<file path="src/sv/thick_line_span_rasterizer_unit_macros.svh">
`ifndef THICK_LINE_SPAN_RASTERIZER_UNIT_MACROS_SVH
`define THICK_LINE_SPAN_RASTERIZER_UNIT_MACROS_SVH

// check that cons holds in the same cycle as ante
`define TLSR_ASSERT_SAME(label, ante, cons) \
  label: assert property (@(posedge clk) disable iff (rst) (ante) |-> (cons)) \
    else $error("tlsr check failed");

// check that cons holds in the cycle after ante
`define TLSR_ASSERT_NEXT(label, ante, cons) \
  label: assert property (@(posedge clk) disable iff (rst) (ante) |=> (cons)) \
    else $error("tlsr check failed");

`endif

</file>
<file path="src/sv/tlsr_pkg.sv">
`default_nettype none

package tlsr_pkg;

  localparam int COORD_BITS    = 12;
  localparam int OUT_BITS      = 14;
  localparam int BW_BITS       = 7;
  localparam int IN_DATA_BITS  = 56;
  localparam int OUT_DATA_BITS = 48;
  localparam int DEF_MAX_WIDTH = 100;

  localparam logic OP_START = 1'b0;
  localparam logic OP_SPAN  = 1'b1;

  typedef enum logic [2:0] {
    ST_IDLE,
    ST_PROD,
    ST_ROOT,
    ST_SPAN,
    ST_BLANK
  } state_t;

  typedef struct packed {
    logic load;
    logic prod;
    logic root_step;
    logic emit_span;
    logic emit_blank;
  } cmd_t;

  typedef struct packed {
    logic line_active;
    logic held_round;
    logic root_last;
    logic out_free;
  } status_t;

endpackage

`default_nettype wire

</file>
<file path="src/sv/thick_line_span_rasterizer_unit.sv">
// Path from accept to result beat: start or idle request via ST_BLANK; square-brush span via
// ST_SPAN; round-brush span via ST_PROD, ST_ROOT and ST_SPAN, the bit-serial square root in
// ST_ROOT giving one root bit per cycle; HB = root bits (6 at MAX_WIDTH 100). The beat is
// registered as ST_SPAN or ST_BLANK is left; no new item is taken until it has been emitted.
// A waiting result beat does not block the next accept, only the emit of the next result beat.
// Reset (rst, synchronous, active high): no line loaded, width one, square brush, output empty.
`default_nettype none

`include "thick_line_span_rasterizer_unit_macros.svh"

module thick_line_span_rasterizer_unit #(
  parameter int MAX_WIDTH = tlsr_pkg::DEF_MAX_WIDTH
) (
  input  wire logic                                 clk,
  input  wire logic                                 rst,
  input  wire logic                                 s_axis_tvalid,
  output logic                                      s_axis_tready,
  // start_x[11:0], start_y[23:12], end_x[35:24], end_y[47:36],
  // brush_width[54:48], round_brush[55]
  input  wire logic [tlsr_pkg::IN_DATA_BITS-1:0]    s_axis_tdata,
  // opcode[0]
  input  wire logic                                 s_axis_tuser,
  output logic                                      m_axis_tvalid,
  input  wire logic                                 m_axis_tready,
  // span_row[13:0], span_left[27:14], span_right[41:28], zero[47:42]
  output logic [tlsr_pkg::OUT_DATA_BITS-1:0]        m_axis_tdata,
  // span_valid[0]
  output logic                                      m_axis_tuser,
  output logic                                      m_axis_tlast
);

  import tlsr_pkg::*;

  cmd_t    cmd;
  status_t status;

  tlsr_ctrl u_ctrl (
    .clk           (clk),
    .rst           (rst),
    .s_axis_tvalid (s_axis_tvalid),
    .opcode        (s_axis_tuser),
    .status        (status),
    .s_axis_tready (s_axis_tready),
    .cmd           (cmd)
  );

  tlsr_dpath #(
    .MAX_WIDTH (MAX_WIDTH)
  ) u_dpath (
    .clk           (clk),
    .rst           (rst),
    .cmd           (cmd),
    .in_data       (s_axis_tdata),
    .m_axis_tready (m_axis_tready),
    .status        (status),
    .m_axis_tvalid (m_axis_tvalid),
    .m_axis_tdata  (m_axis_tdata),
    .m_axis_tuser  (m_axis_tuser),
    .m_axis_tlast  (m_axis_tlast)
  );

  `TLSR_ASSERT_NEXT(a_one_item_at_a_time, s_axis_tvalid && s_axis_tready, !s_axis_tready)
  `TLSR_ASSERT_SAME(a_span_needs_line, cmd.emit_span, status.line_active)
  `TLSR_ASSERT_SAME(a_root_only_round, cmd.root_step || cmd.prod, status.held_round)
  `TLSR_ASSERT_NEXT(a_emit_shows_beat, cmd.emit_span || cmd.emit_blank, m_axis_tvalid)

endmodule

`default_nettype wire

</file>
<file path="src/sv/tlsr_ctrl.sv">
`default_nettype none

module tlsr_ctrl (
  input  wire logic             clk,
  input  wire logic             rst,
  input  wire logic             s_axis_tvalid,
  input  wire logic             opcode,
  input  wire tlsr_pkg::status_t status,
  output logic                  s_axis_tready,
  output tlsr_pkg::cmd_t        cmd
);

  import tlsr_pkg::*;

  state_t state, state_next;

  always_ff @(posedge clk) begin
    if (rst) begin
      state <= ST_IDLE;
    end else begin
      state <= state_next;
    end
  end

  always_comb begin
    state_next    = state;
    s_axis_tready = 1'b0;
    cmd           = '0;
    unique case (state)
      ST_IDLE: begin
        s_axis_tready = 1'b1;
        if (s_axis_tvalid) begin
          if (opcode == OP_START) begin
            cmd.load   = 1'b1;
            state_next = ST_BLANK;
          end else if (!status.line_active) begin
            state_next = ST_BLANK;
          end else if (status.held_round) begin
            state_next = ST_PROD;
          end else begin
            state_next = ST_SPAN;
          end
        end
      end
      ST_PROD: begin
        cmd.prod   = 1'b1;
        state_next = ST_ROOT;
      end
      ST_ROOT: begin
        cmd.root_step = 1'b1;
        if (status.root_last) begin
          state_next = ST_SPAN;
        end
      end
      ST_SPAN: begin
        if (status.out_free) begin
          cmd.emit_span = 1'b1;
          state_next    = ST_IDLE;
        end
      end
      ST_BLANK: begin
        if (status.out_free) begin
          cmd.emit_blank = 1'b1;
          state_next     = ST_IDLE;
        end
      end
      default: begin
        state_next = ST_IDLE;
      end
    endcase
  end

endmodule

`default_nettype wire

</file>
<file path="src/sv/tlsr_dpath.sv">
`default_nettype none

module tlsr_dpath #(
  parameter int MAX_WIDTH = tlsr_pkg::DEF_MAX_WIDTH
) (
  input  wire logic                                 clk,
  input  wire logic                                 rst,
  input  wire tlsr_pkg::cmd_t                        cmd,
  input  wire logic [tlsr_pkg::IN_DATA_BITS-1:0]    in_data,
  input  wire logic                                 m_axis_tready,
  output tlsr_pkg::status_t                         status,
  output logic                                      m_axis_tvalid,
  output logic [tlsr_pkg::OUT_DATA_BITS-1:0]        m_axis_tdata,
  output logic                                      m_axis_tuser,
  output logic                                      m_axis_tlast
);

  import tlsr_pkg::*;

  localparam int WB = $clog2(MAX_WIDTH + 1);
  localparam int HB = (WB > 1) ? WB - 1 : 1;
  localparam int RB = 2 * HB;
  localparam int CB = COORD_BITS;
  localparam int EB = CB + 3;
  localparam logic [BW_BITS-1:0] WMAX = BW_BITS'(MAX_WIDTH);

  logic [CB-1:0]        pos_x, pos_y, goal_x, goal_y, delta_x, delta_y;
  logic                 step_x_neg, step_y_neg;
  logic signed [CB+1:0] error_term;
  logic [WB-1:0]        row_offset;
  logic [WB-1:0]        held_width;
  logic                 held_round;
  logic                 line_active;
  logic [RB-1:0]        radicand;
  logic [HB-1:0]        root;
  logic [HB-1:0]        trial;

  logic [CB-1:0]        x1, y1, x2, y2, dx_load, dy_load;
  logic [BW_BITS-1:0]   bw_in, bw_sat;
  logic                 round_in;
  logic [HB-1:0]        half, hw, cand;
  logic [WB-1:0]        two_half;
  logic                 row_end, at_goal;
  logic [2*WB-1:0]      prod_full;
  logic [RB-1:0]        cand_sq;
  logic signed [EB-1:0] e2, dx_e, dy_e, err_wide;
  logic                 go_x, go_y;
  logic [OUT_BITS-1:0]  span_row, span_left, span_right;

  assign x1       = in_data[CB-1:0];
  assign y1       = in_data[2*CB-1:CB];
  assign x2       = in_data[3*CB-1:2*CB];
  assign y2       = in_data[4*CB-1:3*CB];
  assign bw_in    = in_data[4*CB+BW_BITS-1:4*CB];
  assign round_in = in_data[4*CB+BW_BITS];
  assign bw_sat   = (bw_in > WMAX) ? WMAX : bw_in;
  assign dx_load  = (x2 > x1) ? x2 - x1 : x1 - x2;
  assign dy_load  = (y2 > y1) ? y2 - y1 : y1 - y2;

  assign half     = HB'(held_width >> 1);
  assign two_half = WB'({1'b0, half} << 1);
  assign row_end  = row_offset >= two_half;
  assign at_goal  = (pos_x == goal_x) && (pos_y == goal_y);

  assign prod_full = {{WB{1'b0}}, row_offset} * {{WB{1'b0}}, WB'(two_half - row_offset)};
  assign cand      = root | trial;
  assign cand_sq   = {{HB{1'b0}}, cand} * {{HB{1'b0}}, cand};
  assign hw        = held_round ? root : half;

  assign span_row   = OUT_BITS'(pos_y) + OUT_BITS'(row_offset) - OUT_BITS'(half);
  assign span_left  = OUT_BITS'(pos_x) - OUT_BITS'(hw);
  assign span_right = OUT_BITS'(pos_x) + OUT_BITS'(hw);

  always_comb begin
    dx_e     = $signed(EB'(delta_x));
    dy_e     = $signed(EB'(delta_y));
    e2       = $signed({error_term, 1'b0});
    go_x     = e2 > -dy_e;
    go_y     = e2 < dx_e;
    err_wide = EB'(error_term);
    if (go_x) begin
      err_wide = err_wide - dy_e;
    end
    if (go_y) begin
      err_wide = err_wide + dx_e;
    end
  end

  always_ff @(posedge clk) begin
    if (rst) begin
      pos_x       <= '0;
      pos_y       <= '0;
      goal_x      <= '0;
      goal_y      <= '0;
      delta_x     <= '0;
      delta_y     <= '0;
      step_x_neg  <= 1'b0;
      step_y_neg  <= 1'b0;
      error_term  <= '0;
      row_offset  <= '0;
      held_width  <= WB'(1);
      held_round  <= 1'b0;
      line_active <= 1'b0;
    end else if (cmd.load) begin
      pos_x       <= x1;
      pos_y       <= y1;
      goal_x      <= x2;
      goal_y      <= y2;
      delta_x     <= dx_load;
      delta_y     <= dy_load;
      step_x_neg  <= !(x1 < x2);
      step_y_neg  <= !(y1 < y2);
      error_term  <= $signed({2'b00, dx_load}) - $signed({2'b00, dy_load});
      row_offset  <= '0;
      held_width  <= WB'(bw_sat);
      held_round  <= round_in;
      line_active <= 1'b1;
    end else if (cmd.emit_span) begin
      if (!row_end) begin
        row_offset <= row_offset + WB'(1);
      end else begin
        row_offset <= '0;
        if (at_goal) begin
          line_active <= 1'b0;
        end else begin
          error_term <= err_wide[CB+1:0];
          if (go_x) begin
            pos_x <= step_x_neg ? pos_x - CB'(1) : pos_x + CB'(1);
          end
          if (go_y) begin
            pos_y <= step_y_neg ? pos_y - CB'(1) : pos_y + CB'(1);
          end
        end
      end
    end
  end

  always_ff @(posedge clk) begin
    if (cmd.prod) begin
      radicand <= prod_full[RB-1:0];
      root     <= '0;
      trial    <= HB'(1) << (HB - 1);
    end else if (cmd.root_step) begin
      if (cand_sq <= radicand) begin
        root <= cand;
      end
      trial <= trial >> 1;
    end
  end

  always_ff @(posedge clk) begin
    if (rst) begin
      m_axis_tvalid <= 1'b0;
    end else if (cmd.emit_span || cmd.emit_blank) begin
      m_axis_tvalid <= 1'b1;
    end else if (m_axis_tready) begin
      m_axis_tvalid <= 1'b0;
    end
  end

  always_ff @(posedge clk) begin
    if (cmd.emit_span) begin
      m_axis_tdata <= OUT_DATA_BITS'({span_right, span_left, span_row});
      m_axis_tuser <= 1'b1;
      m_axis_tlast <= row_end && at_goal;
    end else if (cmd.emit_blank) begin
      m_axis_tdata <= '0;
      m_axis_tuser <= 1'b0;
      m_axis_tlast <= 1'b0;
    end
  end

  assign status.line_active = line_active;
  assign status.held_round  = held_round;
  assign status.root_last   = trial[0];
  assign status.out_free    = !m_axis_tvalid || m_axis_tready;

endmodule

`default_nettype wire
</file>
<file path="config.mk">
export PLATFORM = sky130hd
export DESIGN_NAME = thick_line_span_rasterizer_unit
export DESIGN_NICKNAME = d
export VERILOG_FILES = /design/src/sv/tlsr_pkg.sv /design/src/sv/thick_line_span_rasterizer_unit.sv /design/src/sv/tlsr_ctrl.sv /design/src/sv/tlsr_dpath.sv
export VERILOG_INCLUDE_DIRS = /design/src /design/src/sv
export SDC_FILE = /design/constraint.sdc
export NUM_CORES = 1
export LEC_CHECK = 0
export ABC_AREA = 0
export BUFFER_PORTS_ARGS = -buffer_cell sky130_fd_sc_hd__buf_2
export CAP_MARGIN = 5
export CORE_ASPECT_RATIO = 0.8
export CORE_MARGIN = 2
export CORE_UTILIZATION = 63
export CTS_CLUSTER_SIZE = 20
export DETAILED_ROUTE_END_ITERATION = 8
export PLACE_DENSITY = 0.95
export SLEW_MARGIN = 30
export SYNTH_ARGS = -nofsm -noshare
export SYNTH_HDL_FRONTEND = slang
export SYNTH_SLANG_ARGS = --single-unit
</file>
<file path="constraint.sdc">
create_clock -name clk -period 7.2 [get_ports clk]
set_input_delay 1.44 -clock clk [delete_from_list [all_inputs] [get_ports clk]]
set_output_delay 1.44 -clock clk [all_outputs]
set_load 0.005 [all_outputs]
</file>
* Yosys cells after proc, flatten, opt, wreduce, memory -nomap -nowiden
Cells that the tools add are included.
** Storage, ports and cells
- Word-level logic and storage cells :: 133
- Input bits :: 61
- Output and inout port bits :: 52
- Flip-flop bits (word level) :: 176
** Cells by class
- Order comparisons :: 9
- Muxes and demuxes :: 49
- Bitwise operators :: 1
- Equal/unequal tests :: 10
- $mul :: 2
- Reductions and logical operators :: 23
- Add/sub/neg operators :: 18
** Operator list (number)
- two-way mux 12 bit :: 14
- two-way mux 14 bit :: 6
- two-way mux 42 bit :: 2
- subtractor 12 bit :: 4
- adder 12 x 1 -> 12 bit (second input constant) :: 2
- equality test 12 bit :: 2
- greater-than comparator 12 bit :: 2
- < comparator 12 bit :: 2
- subtractor 12 x 1 -> 12 bit (second input constant) :: 2
- two-way mux 1 bit :: 17
- greater-than comparator 15 bit :: 1
- < comparator 15 x 13 -> 1 bit :: 1
- two-way mux 3 bit :: 5
- negation 12 -> 15 bit :: 1
- adder 14 x 13 -> 14 bit :: 1
- two-way mux 7 bit :: 2
- nonzero test 2 bit :: 7
- subtractor 14 x 13 -> 14 bit :: 1
- subtractor 14 x 6 -> 14 bit :: 1
- adder 12 x 6 -> 13 bit :: 1
- adder 12 x 7 -> 13 bit :: 1
- subtractor 12 x 12 -> 13 bit :: 1
- subtractor 12 x 6 -> 13 bit :: 1
- <= comparator 12 bit :: 1
- other kinds (23) :: 34

* Longest topological paths before layout
- Depth in word-level cells :: 9
- Gate-level depth with buffers :: 27

* Modules after synthesis
A second synthesis with hierarchy kept.
** Second synthesis, totals
- Cells, all modules :: 1951
- Area total of the unflattened synthesis :: 16617.2 um^2
** Modules (own cells, without submodules)
- tlsr_dpath :: area each 16378.2 um^2, cells an instance 1926, sequential area each 3903.7 um^2, times used 1
- tlsr_ctrl :: area each 239.0 um^2, cells an instance 25, sequential area each 60.1 um^2, times used 1

* Worst setup path after synthesis
No wires, ideal clock.
- Path kind :: register -> register
- Start point :: register u_dpath.row_offset[1]
- End point :: register u_dpath.radicand[11] (data pin)
- Clock period less this slack :: 5453 ps
- Arrival :: 5193 ps
- Cell stages (with the launch flop) :: 20
- Library setup time :: 259 ps
- Path buffers :: 1
- Setup slack :: 1747 ps
- Cell sequence :: dfxtp_1 > clkbuf_1 > inv_1 > ha_1 > nor2b_1 > o31a_1 > o31a_1 > a21oi_1 > nand2_1 > fa_1 > fa_1 > inv_1 > fa_1 > fa_1 > ha_1 > a21oi_1 > o21ai_0 > a21o_1 > a21oi_1 > xnor2_1
** On the way
- Word-level cells in the longest chain between the ends :: 2
** Ends and longest elaborated chain
- start: declaration :: RTL line tlsr_dpath.sv:30 : logic [WB-1:0] row_offset;
- start signal: assignment :: RTL line tlsr_dpath.sv:120 : row_offset <= row_offset + WB'(1);
- subtractor 7 bit :: RTL line tlsr_dpath.sv:65 : assign prod_full = {{WB{1'b0}}, row_offset} * {{WB{1'b0}}, WB'(two_half - row_offset)};
- multiplier 7 x 7 -> 12 bit (*) :: RTL line tlsr_dpath.sv:65
- via u_dpath.prod_full[11] :: RTL line tlsr_dpath.sv:44 : logic [2*WB-1:0] prod_full;
- end signal: assignment :: RTL line tlsr_dpath.sv:140 : radicand <= prod_full[RB-1:0];
- end: declaration :: RTL line tlsr_dpath.sv:34 : logic [RB-1:0] radicand;
The timed path passes the listed nets; every way through them passes the cells marked *.
A chain may end at the register's enable or synchronous reset.

* Worst setup path after layout
- Start point :: register u_dpath.row_offset[0]
- End point :: register u_dpath.radicand[11] (data pin)
The elaborated chain is that of the path after synthesis.

==> results.ini <==
[cts]
clk-insertion-delay-late_ns=0.46
cts.path.max_buffers=2
postCtsSetupRepairBufs=0
cts_tree=done
cts.sink_count=172
ctsHtreeMaxLevel=4
clkSlewWorstSetupHoldPaths_ns=0.07
cts_root_buffer=sky130_fd_sc_hd__clkbuf_16
hold_buffers=0
cts_inserted_buffers=17
cts.repair.resized=0

[power_and_ir_drop]
clock_power_share_pct=22.4
power_density_nw_per_um2=234
cell_internal_pwr_mw=2.37
total_switching_power_mw=1.74
power.combinational.fraction_pct=49.0
switching_share_pct=42.3
seqPwrFrac_pct=28.6
leakage_nw=8.07
vdd_drop_max_v=0.000188

[worst_hold_path]
timing.hold.worst.class=reg2reg
hold_path_startpoint=u_dpath.goal_y[3]
whs_path_depth=2

[finish]
num-nets-final=2355
total_non_filler_cell_area_in_the_finished_layout_um2=17600
num-fill-cells=1807
commonest_cells_after_routing_fill_and_taps_aside=sky130_fd_sc_hd__ha_1, sky130_fd_sc_hd__inv_1, sky130_fd_sc_hd__nor2_1
layout.cells.most_common=sky130_fd_sc_hd__ha_1
drive_above_1_share_pct=8.35
area_growth_pct=7.58

[floorplanning]
design.portCount=113
number_of_rows_in_the_core_area=52
starting_density_pct=64.3
placeable_core_region_um2=25400
design.die.area_um2=27200
dieHeight_um=148
die_width_um=184

[drt]
drc=0
wl_per_instance_um=19.3
first_pass_iters=6
drt-initial-drc-count=1775
totalWireLength_mm=45.8
routed_vias_inst=6.40
antenna_violating_nets_remaining=0
detailroute.via_count=15200

[synthesis]
seq_area_frac_synth_pct=24.3
yosysWarnings=0
synth_edf_count=52
netlist.top_cell.by_area=sky130_fd_sc_hd__ha_1
synth_top_area_share_pct=16.4
post_synth_inst_count=1983
synth-main-ff-cell=sky130_fd_sc_hd__dfxtp_1
yosys-top-cells-area=sky130_fd_sc_hd__ha_1, sky130_fd_sc_hd__dfxtp_1, sky130_fd_sc_hd__edfxtp_1
synthesis.area_um2=16300
ys_seq_elements=172
synth.lib_cells_used.distinct=76
asyncSetResetFlopFracSynth_pct=0
synthesis.area_per_instance_um2=8.23

[timing]
final-max-slew-violation-count=0
worst_hold_slack_after_final_layout_ns=0.472
grt_setup_unrepaired=false
timing.final.crit_period_ns=6.26
worst_pin_slew_ns=0.813
clock_skew_ns=0.0123
finalSetupViolations=0
fmaxAchievable_mhz=160
fin_crit_sh_pct=87.0
final_hold_violation_count=0
slew_headroom_pct=45.5
setup_total_negative_slack_ns=0

[global_routing]
total_routing_usage_reported_by_global_routing_pct=33.4
global_route.overflow_total=0
global_route_wire_length_before_repair_mm=72.1
vias_in_the_first_global_route=14200
grt_max_degree=61
number_of_antenna_violations_at_the_first_check_in_global_routing=1

[placed_design]
place_area_um2=17000
numPortBuffers=105
gp_routability_congestion=1.01
dp.final_hpwl_mm=34.9

[worst_setup_path]
worst_r2r_startpoint=u_dpath.row_offset[0]
critical_path.max_fanout=14
critical_path_required_ns=7.39
cp-start-kind=flip-flop
timing.critical_path.to_type=flip-flop
critical_path.startpoint=u_dpath.row_offset[0]
crit_arrival_ns=6.45
rr_worst_depth=19
worst_setup_path_class=reg2reg

[run_status]
outcome=complete, no violations

[job]
maxCapViolCount=0

[critical path: stages (launching register included)]
cell and delay (ns):
sky130_fd_sc_hd__dfxtp_1 0.62, sky130_fd_sc_hd__inv_1 0.21, sky130_fd_sc_hd__fa_1 0.49, sky130_fd_sc_hd__a21o_1 0.17, sky130_fd_sc_hd__a21oi_1 0.22, sky130_fd_sc_hd__o21bai_1 0.09
sky130_fd_sc_hd__a21oi_1 0.18, sky130_fd_sc_hd__xnor2_1 0.28, sky130_fd_sc_hd__nand2_1 0.18, sky130_fd_sc_hd__fa_1 0.56, sky130_fd_sc_hd__fa_1 0.54, sky130_fd_sc_hd__inv_1 0.05
sky130_fd_sc_hd__fa_1 0.51, sky130_fd_sc_hd__fa_1 0.49, sky130_fd_sc_hd__ha_1 0.38, sky130_fd_sc_hd__a21oi_1 0.30, sky130_fd_sc_hd__o21ai_0 0.24, sky130_fd_sc_hd__a21o_1 0.23
sky130_fd_sc_hd__a21oi_1 0.17, sky130_fd_sc_hd__xnor2_1 0.10
[cell type report]
type	count	area [um2]	area share, %
flip-flops and latches	172	3960	22.6
well taps	324	405	2.31
diodes	1	2.50	0.0143
clock inverters	12	113	0.641
multi-input cells	1524	11200	64.0
repair buffers	116	628	3.58
inverters	204	766	4.36
clock buffers	20	437	2.49
[registers in the layout, indices dropped and copies added, names as in the netlist, 3 cells and up]
register and cells:
u_dpath.row_offset 7, u_dpath.error_term 14, u_ctrl.state 3, u_dpath.root 6
u_dpath.goal_y 12, u_dpath.pos_x 12, u_dpath.radicand 12, u_dpath.m_axis_tdata 39
u_dpath.delta_x 12, u_dpath.delta_y 12, u_dpath.goal_x 12, u_dpath.pos_y 12
u_dpath.trial 6, u_dpath.held_width 6
[per-layer routing]
layer | global-route usage (%) | vias to the layer above | share of wire, %
met5 | 0 | - | 0
li1 | - | 6984 | -
met1 | 45.9 | 7129 | 41
met2 | 50.7 | 927 | 43
met4 | 11.1 | 0 | 2.9
met3 | 9.31 | 139 | 13
[Yosys cell counts (all sizes together), types with 5 or more instances]
cell and count:
ha 214, inv 204, nor2 187, a21oi 164
nand2 152, dfxtp 120, xnor2 108, o21ai 78
clkbuf 60, edfxtp 52, xor2 52, nor3 49
a21o 46, fa 45, nand3 36, a211oi 35
buf 29, and2 28, mux2i 26, nor2b 25
o21bai 24, o21a 21, nand2b 19, nand4 19
a221oi 15, nor4 15, a31oi 14, a22o 13
mux2 13, a22oi 12, and3 12, or3 10
o31ai 8, a2111oi 6, o22ai 6, a21boi 5
[path summary, 6_finish.rpt]
path,endpoint,slack [ns]
max reg2reg,u_dpath.radicand[11],0.94
min reg2reg,u_dpath.goal_y[3],0.47
max,u_dpath.radicand[11],0.94
min,u_dpath.goal_y[3],0.47
[kinds of logic (layout without fill, tap and decap cells)]
logic type | count (synthesis) | after routing | share of synthesized area [%]
simple gates | 571 | 571 | 16.3
compound gates | 488 | 488 | 19.4
buf+inv | 293 | 352 | 7.07
fa+ha+maj | 259 | 259 | 21.9
flops | 172 | 172 | 24.3
xor+xnor | 160 | 160 | 8.59
mux | 39 | 39 | 2.49
other cells | 1 | 8 | 0.0230
[stage by stage]
stage / worst slack (ns) / util [%] / instances / power (mW)
floorplan: 1.75 / - / 1989 / 2.61
global placement: 1.44 / 66.9 / 2339 / 3.01
detailed placement: 1.16 / 67.0 / 2340 / 3.10
CTS: 1.04 / 69.2 / 2372 / 4.02
global route: 0.651 / 69.2 / 2372 / 4.31
finish: 0.938 / 69.2 / 2373 / 4.10
[power by group through the flow]
stage	sequential [mW]	clock [mW]	combinational, mW
finish	1.17	0.921	2.01
global placement	1.18	0	1.82
global route	1.18	0.950	2.18
floorplan	1.15	0	1.47
detailed placement	1.19	0	1.91
CTS	1.17	0.915	1.94
(Power assumes the default switching activity.)
